$ cat src/rtl/core/twcg_pkg.sv
// Shared types and constants for the textured wall column generator.
`default_nettype none

package twcg_pkg;

   // Field widths
   localparam int ColW    = 11;
   localparam int RowW    = 12;
   localparam int BotW    = 13;
   localparam int ColorW  = 32;
   localparam int TexColW = 8;
   localparam int TexWidW = 9;
   localparam int Log2W   = 4;
   localparam int IndexW  = 16;
   localparam int DistW   = 32;
   localparam int PosW    = 32;

   // Fixed-point and setup constants
   localparam int FracW     = 16;
   localparam int StepNumW  = 25;   // 256 << 16 needs 25 bits
   localparam int NearLimit = 7;    // 0.0001 in 16.16
   localparam int NearScale = 10;   // 1 / 0.1
   localparam int MaxLog2   = 8;
   localparam int TrowW     = 8;

   typedef enum logic {
      REQ_SETUP = 1'b0,
      REQ_TICK  = 1'b1
   } req_kind_type;

   typedef enum logic [1:0] {
      SRC_CEILING = 2'd0,
      SRC_WALL    = 2'd1,
      SRC_FLOOR   = 2'd2
   } source_type;

   typedef enum logic {
      CSR_CEILING = 1'b0,
      CSR_FLOOR   = 1'b1
   } csr_index_type;

   typedef enum logic [2:0] {
      ST_IDLE,
      ST_LH_START,
      ST_LH_WAIT,
      ST_STEP_START,
      ST_STEP_WAIT,
      ST_MUL
   } ctrl_state_type;

   typedef struct packed {
      logic load_setup;
      logic div_start;
      logic div_sel_step;
      logic load_lh;
      logic load_step;
      logic load_pos;
      logic tick_fire;
   } dp_cmd_type;

   typedef struct packed {
      logic div_done;
      logic column_active;
      logic out_hold;
   } dp_status_type;

endpackage

`default_nettype wire

$ cat src/rtl/core/twcg_div.sv
// Restoring radix-2 divider, one quotient bit per cycle.
`default_nettype none

module twcg_div #(
   parameter int DIV_W = 26
) (
   input  wire logic             clock,
   input  wire logic             reset,
   input  wire logic             start,
   input  wire logic [DIV_W-1:0] dividend,
   input  wire logic [31:0]      divisor,
   output logic                  done,
   output logic [DIV_W-1:0]      quotient
);
   import twcg_pkg::*;

   localparam int CntW = $clog2(DIV_W + 1);

   logic             busy_ff;
   logic             done_ff;
   logic [CntW-1:0]  cnt_ff;
   logic [DIV_W-1:0] quo_ff;
   logic [31:0]      rem_ff;
   logic [31:0]      divisor_ff;
   logic [32:0]      rem_sh;
   logic [33:0]      diff;
   logic             fits;

   // Shift in the next dividend bit and trial-subtract
   always_comb begin
      rem_sh = {rem_ff, quo_ff[DIV_W-1]};
      diff   = {1'b0, rem_sh} - {2'b00, divisor_ff};
      fits   = ~diff[33];
   end

   // Control: count iterations, pulse done
   always_ff @(posedge clock) begin
      if (reset) begin
         busy_ff <= 1'b0;
         done_ff <= 1'b0;
         cnt_ff  <= '0;
      end else begin
         done_ff <= 1'b0;
         if (start) begin
            busy_ff <= 1'b1;
            cnt_ff  <= CntW'(DIV_W);
         end else if (busy_ff) begin
            cnt_ff <= cnt_ff - CntW'(1);
            if (cnt_ff == CntW'(1)) begin
               busy_ff <= 1'b0;
               done_ff <= 1'b1;
            end
         end
      end
   end

   // Datapath: remainder and quotient shift
   always_ff @(posedge clock) begin
      if (start) begin
         quo_ff     <= dividend;
         rem_ff     <= '0;
         divisor_ff <= divisor;
      end else if (busy_ff) begin
         rem_ff <= fits ? diff[31:0] : rem_sh[31:0];
         quo_ff <= {quo_ff[DIV_W-2:0], fits};
      end
   end

   assign done     = done_ff;
   assign quotient = quo_ff;

`ifndef ASSERT_OFF
   a_no_restart: assert property (@(posedge clock) disable iff (reset)
      start |-> !busy_ff)
      else $error("divider restarted while busy");
`endif

endmodule

`default_nettype wire

$ cat src/rtl/core/twcg_dp.sv
// Datapath: column setup arithmetic, row walker and result register.
`default_nettype none

module twcg_dp #(
   parameter int SCREEN_HEIGHT = 512,
   parameter int DIV_W         = 26
) (
   input  wire logic                        clock,
   input  wire logic                        reset,
   input  wire twcg_pkg::dp_cmd_type        cmd,
   output twcg_pkg::dp_status_type          status,
   input  wire logic                        csr_wr_en,
   input  wire logic                        csr_index,
   input  wire logic [31:0]                 csr_wr_data,
   input  wire logic [twcg_pkg::ColW-1:0]    req_column_x,
   input  wire logic [twcg_pkg::DistW-1:0]   req_wall_distance,
   input  wire logic [twcg_pkg::TexColW-1:0] req_tex_column,
   input  wire logic [twcg_pkg::TexWidW-1:0] req_tex_width,
   input  wire logic [twcg_pkg::Log2W-1:0]   req_tex_height_log2,
   output logic                             rsp_valid,
   input  wire logic                        rsp_stall,
   output logic [twcg_pkg::ColW-1:0]         rsp_pixel_x,
   output logic [twcg_pkg::RowW-1:0]         rsp_pixel_y,
   output logic [1:0]                       rsp_source,
   output logic [twcg_pkg::ColorW-1:0]       rsp_flat_color,
   output logic [twcg_pkg::IndexW-1:0]       rsp_texel_index,
   output logic                             rsp_last
);
   import twcg_pkg::*;

   localparam logic [DIV_W-1:0] HalfW     = DIV_W'(SCREEN_HEIGHT / 2);
   localparam logic [DIV_W-1:0] ScreenW   = DIV_W'(SCREEN_HEIGHT);
   localparam logic [DIV_W-1:0] NearLh    = DIV_W'(SCREEN_HEIGHT * NearScale);
   localparam logic [DIV_W-1:0] HeightNum = DIV_W'(SCREEN_HEIGHT) << FracW;
   localparam logic [RowW-1:0]  RowLast   = RowW'(SCREEN_HEIGHT - 1);
   localparam logic [BotW-1:0]  BotMax    = BotW'(SCREEN_HEIGHT);

   // Configuration registers
   logic [ColorW-1:0]  ceiling_ff;
   logic [ColorW-1:0]  floor_ff;

   // Column state
   logic               active_ff;
   logic [RowW-1:0]    row_ff;
   logic               near_ff;
   logic [DistW-1:0]   dist_ff;
   logic [ColW-1:0]    col_ff;
   logic [TexColW-1:0] tex_col_ff;
   logic [TexWidW-1:0] tex_wid_ff;
   logic [Log2W-1:0]   log2_ff;
   logic [Log2W-1:0]   log2_in;
   logic [DIV_W-1:0]   lh_ff;
   logic [DIV_W-1:0]   lh_in;
   logic [DIV_W-1:0]   lh_half;
   logic [RowW-1:0]    top_ff;
   logic [RowW-1:0]    top_in;
   logic [BotW-1:0]    bot_ff;
   logic [BotW-1:0]    bot_in;
   logic [DIV_W:0]     bot_sum;
   logic [DIV_W-1:0]   offset_ff;
   logic [DIV_W-1:0]   offset_in;
   logic [PosW-1:0]    step_ff;
   logic [PosW-1:0]    pos_ff;
   logic [PosW-1:0]    pos_mul;

   // Divider hookup
   logic [DIV_W-1:0]   div_dividend;
   logic [31:0]        div_divisor;
   logic               div_done;
   logic [DIV_W-1:0]   div_quotient;

   // Row decision
   logic               is_wall;
   logic               is_ceil;
   logic [TrowW-1:0]   tex_mask;
   logic [TrowW-1:0]   trow;
   logic [IndexW-1:0]  texel_in;
   source_type         source_in;
   logic [ColorW-1:0]  color_in;

   // Result register
   logic               rsp_valid_ff;
   logic [ColW-1:0]    rsp_x_ff;
   logic [RowW-1:0]    rsp_y_ff;
   source_type         rsp_source_ff;
   logic [ColorW-1:0]  rsp_color_ff;
   logic [IndexW-1:0]  rsp_index_ff;
   logic               rsp_last_ff;

   twcg_div #(
      .DIV_W(DIV_W)
   ) u_div (
      .clock    (clock),
      .reset    (reset),
      .start    (cmd.div_start),
      .dividend (div_dividend),
      .divisor  (div_divisor),
      .done     (div_done),
      .quotient (div_quotient)
   );

   // Select divider operands: line height first, then texture step
   always_comb begin
      if (cmd.div_sel_step) begin
         div_dividend = DIV_W'(1) << (5'(FracW) + {1'b0, log2_ff});
         div_divisor  = (lh_ff == '0) ? 32'd1 : 32'(lh_ff);
      end else begin
         div_dividend = HeightNum;
         div_divisor  = dist_ff;
      end
   end

   // Clamp wall extent and texture offset from the line height
   always_comb begin
      log2_in   = (req_tex_height_log2 > Log2W'(MaxLog2)) ? Log2W'(MaxLog2)
                                                          : req_tex_height_log2;
      lh_in     = near_ff ? NearLh : div_quotient;
      lh_half   = lh_in >> 1;
      top_in    = (lh_half >= HalfW) ? '0 : RowW'(HalfW - lh_half);
      bot_sum   = {1'b0, HalfW} + {1'b0, lh_half};
      bot_in    = (bot_sum >= {1'b0, ScreenW}) ? BotMax : BotW'(bot_sum);
      offset_in = (lh_half >= HalfW) ? (lh_half - HalfW) : '0;
      pos_mul   = PosW'(offset_ff) * step_ff;
   end

   // Classify the current row and build the pixel
   always_comb begin
      is_wall  = (row_ff >= top_ff) && ({1'b0, row_ff} <= bot_ff);
      is_ceil  = row_ff < top_ff;
      tex_mask = TrowW'((9'd1 << log2_ff) - 9'd1);
      trow     = pos_ff[FracW +: TrowW] & tex_mask;
      texel_in = '0;
      color_in = '0;
      if (is_wall) begin
         source_in = SRC_WALL;
         texel_in  = IndexW'(17'(trow) * 17'(tex_wid_ff) + 17'(tex_col_ff));
      end else if (is_ceil) begin
         source_in = SRC_CEILING;
         color_in  = ceiling_ff;
      end else begin
         source_in = SRC_FLOOR;
         color_in  = floor_ff;
      end
   end

   // Configuration writes
   always_ff @(posedge clock) begin
      if (reset) begin
         ceiling_ff <= '0;
         floor_ff   <= '0;
      end else if (csr_wr_en) begin
         case (csr_index_type'(csr_index))
            CSR_CEILING: ceiling_ff <= csr_wr_data;
            CSR_FLOOR:   floor_ff   <= csr_wr_data;
            default:     ;
         endcase
      end
   end

   // Column control: activate after setup, advance per tick
   always_ff @(posedge clock) begin
      if (reset) begin
         active_ff <= 1'b0;
         row_ff    <= '0;
      end else if (cmd.load_setup) begin
         active_ff <= 1'b0;
      end else if (cmd.load_pos) begin
         active_ff <= 1'b1;
         row_ff    <= '0;
      end else if (cmd.tick_fire) begin
         if (row_ff >= RowLast) begin
            active_ff <= 1'b0;
            row_ff    <= '0;
         end else begin
            row_ff <= row_ff + RowW'(1);
         end
      end
   end

   // Column payload: hold setup fields and derived values
   always_ff @(posedge clock) begin
      if (cmd.load_setup) begin
         near_ff    <= req_wall_distance < DistW'(NearLimit);
         dist_ff    <= req_wall_distance;
         col_ff     <= req_column_x;
         tex_col_ff <= req_tex_column;
         tex_wid_ff <= req_tex_width;
         log2_ff    <= log2_in;
      end
      if (cmd.load_lh) begin
         lh_ff     <= lh_in;
         top_ff    <= top_in;
         bot_ff    <= bot_in;
         offset_ff <= offset_in;
      end
      if (cmd.load_step) begin
         step_ff <= PosW'(div_quotient);
      end
      if (cmd.load_pos) begin
         pos_ff <= pos_mul;
      end else if (cmd.tick_fire && is_wall) begin
         pos_ff <= pos_ff + step_ff;
      end
   end

   // Result register: load on tick, drop when taken
   always_ff @(posedge clock) begin
      if (reset) begin
         rsp_valid_ff <= 1'b0;
      end else if (cmd.tick_fire) begin
         rsp_valid_ff <= 1'b1;
      end else if (!rsp_stall) begin
         rsp_valid_ff <= 1'b0;
      end
   end

   always_ff @(posedge clock) begin
      if (cmd.tick_fire) begin
         rsp_x_ff      <= col_ff;
         rsp_y_ff      <= row_ff;
         rsp_source_ff <= source_in;
         rsp_color_ff  <= color_in;
         rsp_index_ff  <= texel_in;
         rsp_last_ff   <= row_ff == RowLast;
      end
   end

   assign status.div_done      = div_done;
   assign status.column_active = active_ff;
   assign status.out_hold      = rsp_valid_ff & rsp_stall;

   assign rsp_valid       = rsp_valid_ff;
   assign rsp_pixel_x     = rsp_x_ff;
   assign rsp_pixel_y     = rsp_y_ff;
   assign rsp_source      = rsp_source_ff;
   assign rsp_flat_color  = rsp_color_ff;
   assign rsp_texel_index = rsp_index_ff;
   assign rsp_last        = rsp_last_ff;

`ifndef ASSERT_OFF
   a_no_overwrite: assert property (@(posedge clock) disable iff (reset)
      cmd.tick_fire |-> !(rsp_valid_ff && rsp_stall))
      else $error("pixel overwrote a stalled beat");

   a_row_range: assert property (@(posedge clock) disable iff (reset)
      active_ff |-> (row_ff <= RowLast))
      else $error("row counter past last row");

   a_column_start: assert property (@(posedge clock) disable iff (reset)
      cmd.load_pos |=> (active_ff && row_ff == '0))
      else $error("column did not start at row zero");
`endif

endmodule

`default_nettype wire

$ cat src/rtl/core/twcg_ctrl.sv
// Controller: sequences column setup and issues row ticks.
`default_nettype none

module twcg_ctrl (
   input  wire logic                 clock,
   input  wire logic                 reset,
   input  wire logic                 req_valid,
   input  wire twcg_pkg::req_kind_type  req_type,
   input  wire twcg_pkg::dp_status_type status,
   output logic                      req_stall,
   output twcg_pkg::dp_cmd_type      cmd
);
   import twcg_pkg::*;

   ctrl_state_type state_ff;
   ctrl_state_type state_in;
   logic           accept;

   // State register
   always_ff @(posedge clock) begin
      if (reset) begin
         state_ff <= ST_IDLE;
      end else begin
         state_ff <= state_in;
      end
   end

   // Next state and commands
   always_comb begin
      state_in  = state_ff;
      cmd       = '0;
      req_stall = (state_ff != ST_IDLE) | status.out_hold;
      accept    = req_valid & ~req_stall;
      case (state_ff)
         ST_IDLE: begin
            if (accept) begin
               if (req_type == REQ_SETUP) begin
                  cmd.load_setup = 1'b1;
                  state_in       = ST_LH_START;
               end else if (status.column_active) begin
                  cmd.tick_fire = 1'b1;
               end
            end
         end
         ST_LH_START: begin
            cmd.div_start = 1'b1;
            state_in      = ST_LH_WAIT;
         end
         ST_LH_WAIT: begin
            if (status.div_done) begin
               cmd.load_lh = 1'b1;
               state_in    = ST_STEP_START;
            end
         end
         ST_STEP_START: begin
            cmd.div_start    = 1'b1;
            cmd.div_sel_step = 1'b1;
            state_in         = ST_STEP_WAIT;
         end
         ST_STEP_WAIT: begin
            if (status.div_done) begin
               cmd.load_step = 1'b1;
               state_in      = ST_MUL;
            end
         end
         ST_MUL: begin
            cmd.load_pos = 1'b1;
            state_in     = ST_IDLE;
         end
         default: begin
            state_in = ST_IDLE;
         end
      endcase
   end

`ifndef ASSERT_OFF
   a_done_expected: assert property (@(posedge clock) disable iff (reset)
      status.div_done |-> (state_ff == ST_LH_WAIT || state_ff == ST_STEP_WAIT))
      else $error("divider finished outside a wait state");
`endif

endmodule

`default_nettype wire

$ cat src/rtl/core/textured_wall_column_generator_unit.sv
// A row tick's pixel is registered and reaches the result port in the cycle after acceptance.
// Throughput: row ticks go at one per cycle while the result side does not stall.
// A column setup stalls the input through two passes of the shared one-bit-per-cycle divider
// and the final multiply that seeds the texture position.
// Reset (synchronous, active high) clears the controller, the column and result
// valid flags and both colour registers.
`default_nettype none

module textured_wall_column_generator_unit #(
   parameter int SCREEN_HEIGHT = 512
) (
   input  wire logic                        clock,
   input  wire logic                        reset,
   input  wire logic                        csr_wr_en,
   input  wire logic                        csr_index,
   input  wire logic [31:0]                 csr_wr_data,
   input  wire logic                        req_valid,
   output logic                             req_stall,
   input  wire twcg_pkg::req_kind_type      req_type,
   input  wire logic [twcg_pkg::ColW-1:0]    req_column_x,
   input  wire logic [twcg_pkg::DistW-1:0]   req_wall_distance,
   input  wire logic [twcg_pkg::TexColW-1:0] req_tex_column,
   input  wire logic [twcg_pkg::TexWidW-1:0] req_tex_width,
   input  wire logic [twcg_pkg::Log2W-1:0]   req_tex_height_log2,
   output logic                             rsp_valid,
   input  wire logic                        rsp_stall,
   output logic [twcg_pkg::ColW-1:0]         rsp_pixel_x,
   output logic [twcg_pkg::RowW-1:0]         rsp_pixel_y,
   output logic [1:0]                       rsp_source,
   output logic [twcg_pkg::ColorW-1:0]       rsp_flat_color,
   output logic [twcg_pkg::IndexW-1:0]       rsp_texel_index,
   output logic                             rsp_last
);
   import twcg_pkg::*;

   // Divider width covers both height << 16 and the texture step numerator
   localparam int HeightNumW = $clog2(SCREEN_HEIGHT + 1) + FracW;
   localparam int DivW       = (HeightNumW > StepNumW) ? HeightNumW : StepNumW;

   dp_cmd_type    cmd;
   dp_status_type status;

   twcg_ctrl u_ctrl (
      .clock     (clock),
      .reset     (reset),
      .req_valid (req_valid),
      .req_type  (req_type),
      .status    (status),
      .req_stall (req_stall),
      .cmd       (cmd)
   );

   twcg_dp #(
      .SCREEN_HEIGHT (SCREEN_HEIGHT),
      .DIV_W         (DivW)
   ) u_dp (
      .clock               (clock),
      .reset               (reset),
      .cmd                 (cmd),
      .status              (status),
      .csr_wr_en           (csr_wr_en),
      .csr_index           (csr_index),
      .csr_wr_data         (csr_wr_data),
      .req_column_x        (req_column_x),
      .req_wall_distance   (req_wall_distance),
      .req_tex_column      (req_tex_column),
      .req_tex_width       (req_tex_width),
      .req_tex_height_log2 (req_tex_height_log2),
      .rsp_valid           (rsp_valid),
      .rsp_stall           (rsp_stall),
      .rsp_pixel_x         (rsp_pixel_x),
      .rsp_pixel_y         (rsp_pixel_y),
      .rsp_source          (rsp_source),
      .rsp_flat_color      (rsp_flat_color),
      .rsp_texel_index     (rsp_texel_index),
      .rsp_last            (rsp_last)
   );

endmodule

`default_nettype wire

$ cat config.mk
export PLATFORM = sky130hd
export DESIGN_NAME = textured_wall_column_generator_unit
export DESIGN_NICKNAME = d
export VERILOG_FILES = /design/src/rtl/core/twcg_pkg.sv /design/src/rtl/core/twcg_div.sv /design/src/rtl/core/twcg_dp.sv /design/src/rtl/core/twcg_ctrl.sv /design/src/rtl/core/textured_wall_column_generator_unit.sv
export SDC_FILE = /design/constraint.sdc
export NUM_CORES = 2
export LEC_CHECK = 0
export BUFFER_PORTS_ARGS = -buffer_cell sky130_fd_sc_hd__buf_2
export CELL_PAD_IN_SITES_DETAIL_PLACEMENT = 1
export CELL_PAD_IN_SITES_GLOBAL_PLACEMENT = 1
export CORE_MARGIN = 8
export CORE_UTILIZATION = 45
export CTS_CLUSTER_DIAMETER = 40
export DETAILED_ROUTE_END_ITERATION = 7
export GPL_TIMING_DRIVEN = 1
export PLACE_DENSITY = 0.88
export SYNTH_ARGS = -nofsm -noshare
export SYNTH_HDL_FRONTEND = slang
export SYNTH_SLANG_ARGS = --single-unit
$ cat constraint.sdc
create_clock -name clock -period 7 [get_ports clock]
set_clock_uncertainty 0.2 [all_clocks]
set_input_delay 1.05 -clock clock [delete_from_list [all_inputs] [get_ports clock]]
set_output_delay 1.05 -clock clock [all_outputs]
set_load 0.01 [all_outputs]
==> out/qor.csv <==
stage,metric,value,unit
clocking,CTS Sinks,440,
floorplanning,die width,282,um
final_layout,post-route cell area,36300,um2
critical_path,critical path class,flop to flop,
logic_synthesis,ranking of synthesized cells by area,"edfxtp_1 30%, fa_1 17%, ha_1 8.4%",
floorplanning,effective utilization at floorplan,45.5,%
critical_path,crit path to,u_dp.pos_ff[23]$_DFFE_PP_,
critical_path,CP max FO,11,
logic_synthesis,Gate Count Post-Synth,3144,
critical_path,reg2reg start,u_dp.offset_ff[1]$_SDFFCE_PN0P_,
final_layout,# diodes,0,
clocking,"CTS clk-pin slew, worst paths",0.07,ns
timing,Final Hold Fails,0,
floorplanning,die area,79600,um2
flow_run,Max Cap Viol,0,
critical_path,Setup crit start,u_dp.offset_ff[1]$_SDFFCE_PN0P_,
critical_path,R2R Setup Slk,-0.14,ns
routing,Met1 Wirelength,38800,um
clocking,H-tree depth,2,
timing,Setup TNS Final,-0.139,ns
logic_synthesis,ys flop type,edfxtp_1,
floorplanning,Die Span Y,282,um
outcome,status,"complete, but fails checks",
floorplanning,num rows,97,
timing,fmax,140,MHz
clocking,CTS tree,yes,
clocking,Root Buffer,clkbuf_16,
global_route,global route overflow,0,
timing,final critical-path share of the clock period,102,%
timing,final setup fails,1,
global_route,first-pass GRT wire length,160000,um
logic_synthesis,Synth top cells by count,"439 x inv_1, 393 x nand2_1, 320 x edfxtp_1",
critical_path,cell family with most CP delay,adder cells,
clocking,worst-skew pair later-pin latency,0.67,ns
logic_synthesis,Post-synth EDFFs,320,
routing,Routed WL,107000,um
routing,via count,25186,
critical_path,reg2reg end,u_dp.pos_ff[23]$_DFFE_PP_,
final_layout,# nets final,3940,
logic_synthesis,register area share after synthesis,37.7,%
logic_synthesis,most common cell in the netlist,inv_1,
critical_path,Crit path top cell by count,xnor2_1,
critical_path,"Slowest-stage cell, CP",edfxtp_1,
timing,Worst-Margin Slew,1.17,ns
place,PortBufs,178,
clocking,Num CTS Buffers,60,
floorplanning,# IOs,179,
routing,top sig layer,met4,
place,post-place setup slack,0.0826,ns
clocking,Clock Path Buffers,3,
routing,antenna-violating nets left,0,
logic_synthesis,syn_area_per_cell,10.1,um2
global_route,GRT Total Usage,25.7,%
logic_synthesis,largest area contributor in the netlist,edfxtp_1,
critical_path,CP Launch Type,flop,
floorplanning,core region area,70100,um2
critical_path,cell count along the critical path,22,
global_route,initial antenna violation count,0,
power_and_ir_drop,Worst VDD drop,0.258,mV
final_layout,area grow syn2layout,13.9,%
place,dpl hpwl,71000,um
routing,TritonRoute pass-1 iters,5,
logic_synthesis,YS warnings,0,
clocking,hold_buf cts,0,
timing,Tmin final,7.14,ns
timing,relative slew slack,21.6,%
global_route,vias in the first global route,27879,
timing,Final Max Slew Viols,0,
critical_path,Worst R2R Path Depth,22,
logic_synthesis,post-synth cell types,96,
critical_path,"Req. time, crit path",7.14,ns
routing,Met3 Wirelength,7850,um
outcome,failing checks,negative setup slack,
final_layout,ratio of cells with drive above 1 in the final layout,13.4,%
routing,met2 WL,53200,um
logic_synthesis,synthesis-stage register bit count,440,
global_route,pin count of the biggest net entering global routing,80,
place,GPL Wtd Cong,0.924,
critical_path,crit path buf inv count,5,
worst_hold_path,HP Class,flop to flop,
logic_synthesis,Synth top area share,30.1,%
critical_path,delay of the slowest critical-path stage,0.82,ns
logic_synthesis,Mapped Area,31900,um2
routing,DR DRC count,0,
power_and_ir_drop,Tot Pwr,7960,uW
timing,Final WS setup,-0.139,ns
power_and_ir_drop,pwr/cell area,219,nW/um2
routing,initial DRC count,2123,
place,placed inst area,33900,um2
logic_synthesis,Async SR Flop Fraction,0,%
critical_path,worst-path cell chain,buf_4 -> and2_1 -> ha_1 -> inv_1 -> fa_1 -> inv_1 -> ha_1 -> fa_1 -> inv_1 -> fa_1 -> fa_1 -> inv_1 -> fa_2 -> xnor2_2 -> xnor2_2 -> xnor2_1 -> xnor2_1 -> xnor2_1 -> xnor2_1 -> xnor2_1 -> xnor2_1 -> mux2i_1,
critical_path,Setup crit end kind,flop,
critical_path,CP arrival,7.28,ns
routing,DR WL/cell,24.7,um
routing,vias per cell,5.79,
power_and_ir_drop,LEAKAGE,0.0163,uW
## power by group
group / switching [uW] / internal, uW / leakage [uW]
Sequential: 145 / 2950 / 0.00391
Combinational: 1010 / 709 / 0.0114
Clock: 1340 / 1800 / 0.00100
Total: 2500 / 5460 / 0.0163
## cell usage in the layout, fill, tap and decap left out, types with 16 or more instances in the layout
master	Yosys	routed
a21o_1	34	34
a21oi_1	168	167
and2_1	218	218
and3_1	27	27
buf_2	7	178
buf_4	4	95
clkbuf_16	0	60
dfxtp_1	120	120
edfxtp_1	320	320
fa_1	264	263
ha_1	215	215
inv_1	439	438
mux2_2	27	27
mux2i_1	60	60
nand2_1	393	392
nand2b_1	27	25
nand3_1	30	30
nand4_1	19	19
nor2_1	157	154
nor2b_1	35	34
nor3_1	41	40
nor4_1	21	21
o21a_1	17	16
o21ai_0	73	71
xnor2_1	99	96
xor2_1	48	48
## flip-flops by register name (all words and copies together), names as in the netlist, 24 cells and up
| signal | flops |
|---|---|
| u_dp.floor_ff | 32 |
| u_dp.lh_ff | 26 |
| u_dp.u_div.rem_ff | 32 |
| u_dp.offset_ff | 24 |
| u_dp.pos_ff | 24 |
| u_dp.dist_ff | 32 |
| u_dp.u_div.divisor_ff | 32 |
| u_dp.ceiling_ff | 32 |
| u_dp.step_ff | 24 |
| u_dp.u_div.quotient | 26 |
| u_dp.rsp_flat_color | 32 |
## what timing repair did
action,in CTS,in global routing
endpoints found under the setup margin,5,12
pin swaps,0,4
cloned,0,0
endpoints found under the hold margin,0,0
buffers inserted,8,34
gates resized for setup,2,18
## worst min path at each step
stage / from / end / cells past startpoint
after floorplan: u_dp.col_ff[0]$_DFFE_PP_ / u_dp.rsp_pixel_x[0]$_DFFE_PP_ / 0
after global placement: u_dp.col_ff[8]$_DFFE_PP_ / u_dp.rsp_pixel_x[8]$_DFFE_PP_ / 0
after detailed placement: u_dp.col_ff[0]$_DFFE_PP_ / u_dp.rsp_pixel_x[0]$_DFFE_PP_ / 0
after CTS: u_dp.col_ff[7]$_DFFE_PP_ / u_dp.rsp_pixel_x[7]$_DFFE_PP_ / 0
after global routing: u_dp.col_ff[5]$_DFFE_PP_ / u_dp.rsp_pixel_x[5]$_DFFE_PP_ / 0
final: u_dp.col_ff[7]$_DFFE_PP_ / u_dp.rsp_pixel_x[7]$_DFFE_PP_ / 0
## cells by family after synthesis
logic type | synth area share, %
compound gates | 7.89
other cells | 0.0118
simple gates | 15.6
buf+inv | 6.93
xor+xnor | 4.04
mux | 2.87
fa+ha+maj | 25.0
flops | 37.7
## final cells by class
cell class / count / area [um2]
Sequential cell: 440 / 12000
Multi-Input combinational cell: 2139 / 17800
Clock inverter: 41 / 469
Clock buffer: 72 / 1580
Timing Repair Buffer: 277 / 1660
Tap cell: 940 / 1180
Inverter: 440 / 1650
Fill cell: 7830 / 33800
## worst register-to-register path, cell delays in order, from the launching register on
cell and delay [ns]:
edfxtp_1 0.82, buf_4 0.34, and2_1 0.18, ha_1 0.20, inv_1 0.09, fa_1 0.55, inv_1 0.05, ha_1 0.34
fa_1 0.57, inv_1 0.07, fa_1 0.54, fa_1 0.60, inv_1 0.09, fa_2 0.44, xnor2_2 0.18, xnor2_2 0.15
xnor2_1 0.17, xnor2_1 0.31, xnor2_1 0.17, xnor2_1 0.30, xnor2_1 0.18, xnor2_1 0.15, mux2i_1 0.11
## through the flow
| stage | hold slack (ns) | util, % | cells |
|---|---|---|---|
| floorplan | 0.200 | - | 3146 |
| global placement | 0.201 | 48.3 | 4194 |
| detailed placement | 0.205 | 48.3 | 4194 |
| CTS | 0.215 | 51.3 | 4315 |
| global route | 0.217 | 51.8 | 4349 |
| finish | 0.213 | 51.8 | 4349 |
## layer usage
layer	GRT usage (%)	vias to the layer above
met5	0	-
met4	14.0	0
met3	5.27	468
met2	44.9	1272
met1	29.3	12657
li1	-	10789
No activity file was read; power rests on OpenSTA's default activity.
